`config.mk`:
```
export PLATFORM = sky130hd
export DESIGN_NAME = spiral_scan_address_generator
export DESIGN_NICKNAME = d
export VERILOG_FILES = /design/src/ssag_pkg.sv /design/src/spiral_scan_address_generator.sv
export SDC_FILE = /design/constraint.sdc
export NUM_CORES = 1
export LEC_CHECK = 0
export ABC_AREA = 1
export BUFFER_PORTS_ARGS = -buffer_cell sky130_fd_sc_hd__buf_2
export CORE_MARGIN = 4
export CORE_UTILIZATION = 35
export CTS_CLUSTER_SIZE = 12
export DETAILED_ROUTE_END_ITERATION = 7
export GPL_ROUTABILITY_DRIVEN = 0
export SYNTH_ARGS = -nofsm -noshare
export SYNTH_HDL_FRONTEND = slang
export SYNTH_SLANG_ARGS = --single-unit
```
`constraint.sdc`:
```
create_clock -name clk -period 8.7 [get_ports clk]
set_input_delay 0 -clock clk [delete_from_list [all_inputs] [get_ports clk]]
set_output_delay 0 -clock clk [all_outputs]
set_load 0.05 [all_outputs]
```
`src/ssag_pkg.sv`:
```
// ----------------------------------------------------------------------------
// Spiral scan address generator package
// Shared codes and start-cell tables for the spiral walk.
// ----------------------------------------------------------------------------
package ssag_pkg;

  typedef logic [1:0] dir_t;

  // Heading codes, also used for the configured first step
  localparam dir_t DIR_LEFT  = 2'd0;
  localparam dir_t DIR_UP    = 2'd1;
  localparam dir_t DIR_RIGHT = 2'd2;
  localparam dir_t DIR_DOWN  = 2'd3;

  // Configuration register indexes
  typedef logic [1:0] cfg_idx_t;
  localparam cfg_idx_t CFG_SIDE_SIZE  = 2'd0;
  localparam cfg_idx_t CFG_START_DIR  = 2'd1;
  localparam cfg_idx_t CFG_TURN_SENSE = 2'd2;

  localparam logic TURN_CW  = 1'b0;
  localparam logic TURN_CCW = 1'b1;

  // Even-side start cell: offset below n/2, indexed [turn_sense][start_dir]
  localparam logic EVEN_ROW_OFF [2][4] = '{'{1'b0, 1'b0, 1'b1, 1'b1},
                                          '{1'b1, 1'b0, 1'b0, 1'b1}};
  localparam logic EVEN_COL_OFF [2][4] = '{'{1'b0, 1'b1, 1'b1, 1'b0},
                                          '{1'b0, 1'b0, 1'b1, 1'b1}};

endpackage

```
`src/spiral_scan_address_generator.sv`:
```
// ----------------------------------------------------------------------------
// Spiral scan address generator
// Walks an n-by-n square as a spiral from the center cell and emits one
// cell (row, column, sequence number, last flag) per input transfer.
// ----------------------------------------------------------------------------
//
//  channel | direction | payload                                   | handshake
//  --------+-----------+-------------------------------------------+-------------
//  in_     | input     | restart                                   | valid/ready
//  out_    | output    | cell_row, cell_col, cell_value, last_cell | valid/ready
//  cfg_    | input     | index, data (side_size/start_dir/turn)    | valid/ready
//
//  One transfer in gives one transfer out, one per clock when the output is
//  drained. The whole step (spiral bookkeeping plus the n*n compare) is
//  combinational logic between the walk state and the output register.
//  rst_n (synchronous, active low) clears the walk; the first transfer then
//  starts a spiral. A stalled output holds its register and deasserts
//  in_ready; config writes are always taken.
//
module spiral_scan_address_generator
  import ssag_pkg::*;
#(
  parameter int MAX_SIDE = 256
) (
  input  logic        clk,
  input  logic        rst_n,

  input  logic        in_valid,
  output logic        in_ready,
  input  logic        in_restart,

  output logic        out_valid,
  input  logic        out_ready,
  output logic [7:0]  out_cell_row,
  output logic [7:0]  out_cell_col,
  output logic [16:0] out_cell_value,
  output logic        out_last_cell,

  input  logic        cfg_valid,
  output logic        cfg_ready,
  input  cfg_idx_t    cfg_index,
  input  logic [8:0]  cfg_data
);

  // Effective side never exceeds the 9-bit register range
  localparam int NCAP = (MAX_SIDE < 511) ? MAX_SIDE : 511;
  localparam int NW   = $clog2(NCAP + 1);
  localparam int VW   = $clog2(NCAP * NCAP + 1);
  localparam int TW   = 2 * NW;

  // Configuration registers
  logic [8:0] side_r;
  dir_t       start_dir_r;
  logic       turn_r;

  // Walk state
  logic [7:0]    row_r, row_nxt;
  logic [7:0]    col_r, col_nxt;
  logic [VW-1:0] value_r, value_nxt;
  logic [NW-1:0] leg_len_r, leg_len_nxt;
  logic [NW-1:0] leg_step_r, leg_step_nxt;
  logic          second_r, second_nxt;
  dir_t          heading_r, heading_nxt;
  logic          final_r, final_nxt;

  // Output register
  logic          out_valid_r;
  logic [7:0]    out_row_r, out_col_r;
  logic [VW-1:0] out_value_r;
  logic          out_last_r;

  logic [NW-1:0] side_n;
  logic [TW-1:0] total;
  logic [7:0]    half;
  logic          begin_walk;
  logic [NW-1:0] step_inc;
  logic          in_xfer;
  logic [VW+16:0] value_ext;

  assign cfg_ready = 1'b1;
  assign in_ready  = out_ready || !out_valid_r;
  assign in_xfer   = in_valid && in_ready;

  // Clamp side: zero acts as one, saturate at the cap
  always_comb begin
    if (side_r == 9'd0) begin
      side_n = NW'(1);
    end else if (int'(side_r) > NCAP) begin
      side_n = NW'(NCAP);
    end else begin
      side_n = NW'(side_r);
    end
  end

  assign total = TW'(side_n) * TW'(side_n);
  assign half  = 8'(side_n >> 1);

  assign begin_walk = in_restart || (value_r == '0) || (TW'(value_r) >= total);
  assign step_inc   = NW'(leg_step_r + 1'b1);

  always_comb begin
    row_nxt      = row_r;
    col_nxt      = col_r;
    value_nxt    = value_r;
    leg_len_nxt  = leg_len_r;
    leg_step_nxt = leg_step_r;
    second_nxt   = second_r;
    heading_nxt  = heading_r;
    final_nxt    = final_r;
    if (begin_walk) begin
      // Start at the center; even sides pick a cell of the central block
      if (side_n[0]) begin
        row_nxt = half;
        col_nxt = half;
      end else begin
        row_nxt = half - 8'(EVEN_ROW_OFF[turn_r][start_dir_r]);
        col_nxt = half - 8'(EVEN_COL_OFF[turn_r][start_dir_r]);
      end
      value_nxt    = VW'(1);
      leg_len_nxt  = NW'(1);
      leg_step_nxt = '0;
      second_nxt   = 1'b0;
      heading_nxt  = start_dir_r;
      final_nxt    = 1'b0;
    end else begin
      // Move one cell along the current heading
      case (heading_r)
        DIR_LEFT:  col_nxt = col_r - 8'd1;
        DIR_UP:    row_nxt = row_r - 8'd1;
        DIR_RIGHT: col_nxt = col_r + 8'd1;
        DIR_DOWN:  row_nxt = row_r + 8'd1;
        default:   row_nxt = row_r;
      endcase
      value_nxt    = VW'(value_r + 1'b1);
      leg_step_nxt = step_inc;
      // End of leg: turn, and grow the leg after every second one
      if (step_inc >= leg_len_r) begin
        leg_step_nxt = '0;
        if (!final_r) begin
          heading_nxt = (turn_r == TURN_CW) ? dir_t'(heading_r + 2'd1)
                                            : dir_t'(heading_r + 2'd3);
          if (!second_r) begin
            second_nxt = 1'b1;
          end else begin
            second_nxt = 1'b0;
            if ((NW + 1)'(leg_len_r) + 1'b1 >= (NW + 1)'(side_n)) begin
              final_nxt = 1'b1;
            end else begin
              leg_len_nxt = NW'(leg_len_r + 1'b1);
            end
          end
        end
      end
    end
  end

  always_ff @(posedge clk) begin
    if (!rst_n) begin
      side_r      <= 9'd4;
      start_dir_r <= DIR_UP;
      turn_r      <= TURN_CW;
    end else if (cfg_valid && cfg_ready) begin
      case (cfg_index)
        CFG_SIDE_SIZE:  side_r      <= cfg_data;
        CFG_START_DIR:  start_dir_r <= dir_t'(cfg_data);
        CFG_TURN_SENSE: turn_r      <= cfg_data[0];
        default:        side_r      <= side_r;
      endcase
    end
  end

  // Advance the walk on each input transfer
  always_ff @(posedge clk) begin
    if (!rst_n) begin
      row_r      <= '0;
      col_r      <= '0;
      value_r    <= '0;
      leg_len_r  <= NW'(1);
      leg_step_r <= '0;
      second_r   <= 1'b0;
      heading_r  <= DIR_LEFT;
      final_r    <= 1'b0;
    end else if (in_xfer) begin
      row_r      <= row_nxt;
      col_r      <= col_nxt;
      value_r    <= value_nxt;
      leg_len_r  <= leg_len_nxt;
      leg_step_r <= leg_step_nxt;
      second_r   <= second_nxt;
      heading_r  <= heading_nxt;
      final_r    <= final_nxt;
    end
  end

  // Hold the result until it is taken
  always_ff @(posedge clk) begin
    if (!rst_n) begin
      out_valid_r <= 1'b0;
    end else if (in_xfer) begin
      out_valid_r <= 1'b1;
    end else if (out_ready) begin
      out_valid_r <= 1'b0;
    end
  end

  always_ff @(posedge clk) begin
    if (in_xfer) begin
      out_row_r   <= row_nxt;
      out_col_r   <= col_nxt;
      out_value_r <= value_nxt;
      out_last_r  <= (TW'(value_nxt) == total);
    end
  end

  assign value_ext      = (VW + 17)'(out_value_r);
  assign out_valid      = out_valid_r;
  assign out_cell_row   = out_row_r;
  assign out_cell_col   = out_col_r;
  assign out_cell_value = value_ext[16:0];
  assign out_last_cell  = out_last_r;

endmodule
```
### Yosys cells after proc, flatten, opt, wreduce, memory -nomap -nowiden

Cells that the tools add are included.

| cells by class | value |
|---|---|
| add/subtract/negate cells | 12 |
| multiply operators | 1 |
| $lt $le $gt $ge | 6 |
| equal/unequal tests | 8 |
| multiplexer cells | 43 |
| bitwise logic cells | 2 |
| reductions and logical operators | 18 |

Operators with widths:

| cell | count |
|---|---|
| 9-bit two-way mux | 9 |
| 8-bit two-way mux | 4 |
| 8-bit case mux with 2 select lines | 2 |
| 4-bit two-way mux | 5 |
| 9-bit by 1-bit adder with 9-bit output, second input constant | 2 |
| 17-bit by 18-bit equality test with 1-bit output | 1 |
| 17-bit by 18-bit greater-or-equal comparator with 1-bit output | 1 |
| 9-bit by 9-bit multiplier with 18-bit output | 1 |
| 17-bit by 1-bit adder with 17-bit output, second input constant | 1 |
| 17-bit zero test | 1 |
| 17-bit two-way mux | 1 |
| 8-bit by 1-bit adder with 8-bit output, second input constant | 2 |
| 8-bit by 1-bit subtractor with 8-bit output | 2 |
| 8-bit by 1-bit subtractor with 8-bit output, second input constant | 2 |
| 1-bit two-way mux | 15 |
| 9-bit by 1-bit adder with 10-bit output, second input constant | 1 |
| 10-bit by 9-bit greater-or-equal comparator with 1-bit output | 1 |
| 9-bit greater-or-equal comparator | 1 |
| 9-bit > comparator, second input constant | 1 |
| 9-bit zero test | 1 |
| 2-bit two-way mux | 4 |
| 2-bit AND reduction | 4 |
| 2-bit equality test, second input constant | 3 |
| 2-bit nonzero test | 3 |
| other kinds (17) | 22 |

| storage, ports and cells | value |
|---|---|
| flip-flop bits (word level) | 102 |
| bits of input ports | 17 |
| output and inout bits | 37 |
| logic and storage cells | 106 |

### Logic depth before layout (Yosys ltp)

| depth | value |
|---|---|
| depth after elaboration | 10 |
| mapped depth | 44 |

### Worst setup path after synthesis

No wires, ideal clock.

| timing path | value |
|---|---|
| kind | reg2reg |
| from | reg side_r[2] |
| to | reg out_last_r (netlist: out_last_cell) (data pin) |
| arrival | 6.262 ns |
| required time | 8.449 ns |
| path slack | 2.188 ns |
| stages on the path, launching flop included | 41 |
| period minus slack after synthesis | 6.512 ns |
| path through | dfxtp_1 -> inv_1 -> nand2_1 -> nor3_2 -> nor2_2 -> nor2_1 -> inv_2 -> nor2_1 -> inv_1 -> fa_1 -> inv_1 -> fa_1 -> inv_1 -> fa_1 -> fa_1 -> inv_1 -> ha_1 -> a21oi_1 -> [5 not listed] -> xor2_1 -> inv_1 -> ha_1 -> nand2_1 -> nor2_1 -> a41oi_1 -> nand2_1 -> nand2_1 -> nand2_1 -> nand2_4 -> nand2_8 -> buf_2 -> o21ai_0 -> nor2_1 -> nand2_1 -> nor2_1 -> nand2_1 -> nor2_1 |

| between the ends | value |
|---|---|
| cells in the longest elaborated chain, start to end | 8 |

RTL lines:

| what | line | source |
|---|---|---|
| start, declared | spiral_scan_address_generator.sv:52 | `logic [8:0] side_r;` |
| start signal, assigned | spiral_scan_address_generator.sv:164 | `CFG_SIDE_SIZE: side_r <= cfg_data;` |
| start signal, assigned | spiral_scan_address_generator.sv:167 | `default: side_r <= side_r;` |
| 9-bit > comparator | spiral_scan_address_generator.sv:88 | `end else if (int'(side_r) > NCAP) begin` |
| 9-bit two-way mux | spiral_scan_address_generator.sv:88 |  |
| 9-bit two-way mux * | spiral_scan_address_generator.sv:86 | `if (side_r == 9'd0) begin` |
| 9-bit by 9-bit multiplier with 18-bit output * | spiral_scan_address_generator.sv:95 | `assign total = TW'(side_n) * TW'(side_n);` |
| 17-bit by 18-bit greater-or-equal comparator with 1-bit output | spiral_scan_address_generator.sv:98 | `assign begin_walk = in_restart \|\| (value_r == '0) \|\| (TW'(value_r) >= total);` |
| 1-bit logical OR | spiral_scan_address_generator.sv:98 |  |
| 17-bit two-way mux | spiral_scan_address_generator.sv:110 | `if (begin_walk) begin` |
| 17-bit by 18-bit equality test with 1-bit output * | spiral_scan_address_generator.sv:211 | `out_last_r <= (TW'(value_nxt) == total);` |
| end signal, assigned | spiral_scan_address_generator.sv:211 |  |
| end, declared | spiral_scan_address_generator.sv:70 | `logic out_last_r;` |

Mark *: on every way between the ends. The rest lies on a longest branch, timed or not.
A chain may end at the register's enable or synchronous reset.

### Final worst setup path

Same ends and word-level chain as after synthesis.

==> impl_metrics.csv <==
group,metric,value,unit
timing,fin_crit,7.62,ns
routing,drtPass1Iterations,5,
routing,wirelength,21700,um
clocking,cts_buffers,9,
place,dp_slack,1.15,ns
synthesis,synthCells,1191,
floorplanning,dieWidth,167,um
outcome,status,"complete, no violations",
floorplanning,fp.dieArea,27700,um^2
clocking,cts_setup_buffers,0,
critical_path,start_kind,"flip-flop",
routing,ant_nets,0,
synthesis,synth_area,8800,um^2
grt,busiest_layer,"met2",
floorplanning,io_pins,54,
grt,use_met2,24.8,%
synthesis,syn_avg_cell_area,7.39,um^2
routing,drt_first_iter_violations,469,
grt,grt_util_met3,2.56,%
clocking,root_buffer,"clkbuf_16",
critical_path,endpoint_kind,"flip-flop",
layout,layout-drive-gt1-share,8.61,%
synthesis,postSynth.asyncResetShare,0,%
clocking,clk_path_buf_depth,2,
timing,finalHoldViolCount,0,
place,dpl.hpwl,17000,um
grt,antenna_found_initial,0,
critical_path,arrival,7.85,ns
layout,syn2layout_area_growth,11.4,%
grt,grt_max_degree,75,
floorplanning,die_h,167,um
clocking,cts_tree,"yes",
routing,viasPerCell,4.87,
critical_path,crit_path_top_delay_cell,"fa_1",
grt,grtUsageTotal,15.8,%
floorplanning,rows,57,
synthesis,synth_adder_area_share,20.3,%
synthesis,yosys_warnings,0,
timing,setup-tns-final,0,ns
timing,worst_clock_skew,0.0146,ns
timing,period_share,87.6,%
floorplanning,core_area,24500,um^2
job,max_cap_violations,0,
synthesis,synth_xor_area_share,5.77,%
synthesis,synth_ff_type,"dfxtp_1",
critical_path,cp_common_cell,"nand2_1",
routing,vias,7693,
pwr,leakagePower,4.91,nW
layout,n_antenna_cell,0,
synthesis,ys_seq_elements,102,
layout,fillCellCount,2575,
synthesis,synthMuxAreaShare,0,%
critical_path,max_stage_delay,0.56,ns
timing,slew_headroom,29.5,%
critical_path,crit_fanout,35,
synthesis,seq_area_frac_synth,27.1,%
grt,grtUsageMet1,22.9,%
timing,rsz0062_at_grt,"false",
timing,slew_violations,0,
clocking,cts_sinks,102,
routing,drc,0,
clocking,clock_latency,0.36,ns
layout,area.sequential,2380,um^2
timing,max_freq,131,MHz
floorplanning,start_util,35.9,%
timing,setup_violations,0,
routing,wl_per_cell,13.7,um
synthesis,synth_top_family_by_area,"simple AND/OR/NAND/NOR gates",
grt,grt_remaining_overflow,0,
critical_path,critPathKind,"reg2reg",
layout,final_cell_mix,"inv_1, nand2_1, nor2_1",
critical_path,required,8.93,ns
layout,final_common_cell,"inv_1",
min_path,hold_class,"in2reg",
pwr,powerDensity,182,nW/um^2
synthesis,synth.distinct_cells,51,
timing,fin_ws,1.08,ns
layout,multi_input_area,5420,um^2
place,numPortBuffers,52,
clocking,cts_max_level,3,
synthesis,synth-simple-area-share,21.9,%
pwr,peakVddDrop,0.102,mV
grt,first_global_vias,7313,
grt,grt_pass1_wl,36700,um
clocking,clk_pin_slew,0.08,ns
layout,nets,1389,
synthesis,synth_compound_area_share,13.1,%
synthesis,synth_edf_count,34,
timing,worst_pin_slew,1.06,ns
## power breakdown
part           total (mW)  switching, mW  internal [mW]  leakage (nW)
clock               0.395          0.199          0.196         0.139
combinational       0.802          0.537          0.266          3.87
sequential          0.592         0.0419          0.550         0.899
## area by class of cell
type,count,area share (%)
multi-input combinational,835,55.3
sequential,102,24.3
inverter,229,8.79
timing repair buffer,73,4.67
tap,324,4.13
clock buffer,9,2.30
clock inverter,7,0.485
## worst max-delay path, delay by kind of cell (launching register included)
family | cells | cell delay, ns
buffers and inverters | 8 | 1.00
adder cells (fa/ha/maj) | 6 | 2.68
AO/OA/AOI/OAI | 5 | 0.79
flip-flops | 1 | 0.30
AND/OR/NAND/NOR | 18 | 2.34
XOR/XNOR | 2 | 0.35
## worst paths after layout
| kind | startpoint | to | slack (ns) | cells past startpoint |
|---|---|---|---|---|
| worst max-delay path | side_r[2] | out_last_cell | 1.08 | 39 |
| worst min register to register | leg_step_r[8] | leg_step_r[8] | 0.49 | 2 |
| worst max register to register | side_r[2] | out_last_cell | 1.08 | 39 |
| worst min-delay path | cfg_index[1] | start_dir_r[0] | 0.02 | 5 |
## stage by stage
step	utilization [%]	hold WS [ns]	power, mW	std cells	instance area (um^2)
finish	40.0	0.0187	1.79	1579	9800
detailed placement	38.2	0.243	1.40	1547	9370
global placement	38.2	0.248	1.39	1547	9370
global route	40.0	0.0646	1.94	1579	9800
floorplan	-	0.126	1.22	1201	8840
CTS	40.0	0.00804	1.80	1579	9800
## repair_timing
item,in CTS,in global routing
endpoints found under the hold margin,13,0
hold buffers,16,0
resized for setup,0,0
## per-layer routing
layer  wire [um]  vias up
met2        9580      185
met1       10700     3539
li1            -     3950
met3        1190       19
met4         230        0
met5           0        -
## cell families after synthesis
logic type | count (synthesis)
compound gates | 209
xor+xnor | 58
fa+ha+maj | 122
buf+inv | 264
flops | 102
other cells | 2
simple gates | 434
## synth_stat cells, types with 2 or more instances
library cell / n / share of area, %
clkinv_1: 3 / 0.13
edfxtp_1: 34 / 12
o21bai_1: 2 / 0.17
nor3_2: 3 / 0.34
o21a_1: 2 / 0.17
buf_4: 4 / 0.34
a21o_1: 3 / 0.26
dfxtp_1: 68 / 15
nand4_1: 28 / 2.0
clkbuf_1: 16 / 0.68
a41oi_2: 2 / 0.37
a21oi_1: 85 / 4.8
nand3_1: 49 / 2.8
inv_2: 8 / 0.34
nand2_1: 198 / 8.4
o21ai_1: 11 / 0.63
nor3_1: 11 / 0.63
fa_1: 35 / 8.0
inv_1: 217 / 9.3
conb_1: 2 / 0.085
xnor2_1: 15 / 1.5
nand3b_1: 8 / 0.68
o21ai_0: 83 / 4.7
a31oi_1: 5 / 0.36
nand2_2: 2 / 0.14
a31o_2: 3 / 0.30
nor2_2: 5 / 0.36
buf_1: 3 / 0.13
buf_2: 11 / 0.63
nor2_1: 116 / 4.9
nor4_1: 5 / 0.36
o2111ai_1: 2 / 0.20
ha_1: 87 / 12
nor2_4: 2 / 0.26
o211ai_1: 5 / 0.43
xor2_1: 43 / 4.3
## flip-flops by register name, summed over array words and instances (netlist names), 9 cells and up
register        flops
leg_len_r           9
leg_step_r          9
out_cell_value     17
side_r              9
value_r            17
No activity file was read; power rests on OpenSTA's default activity.
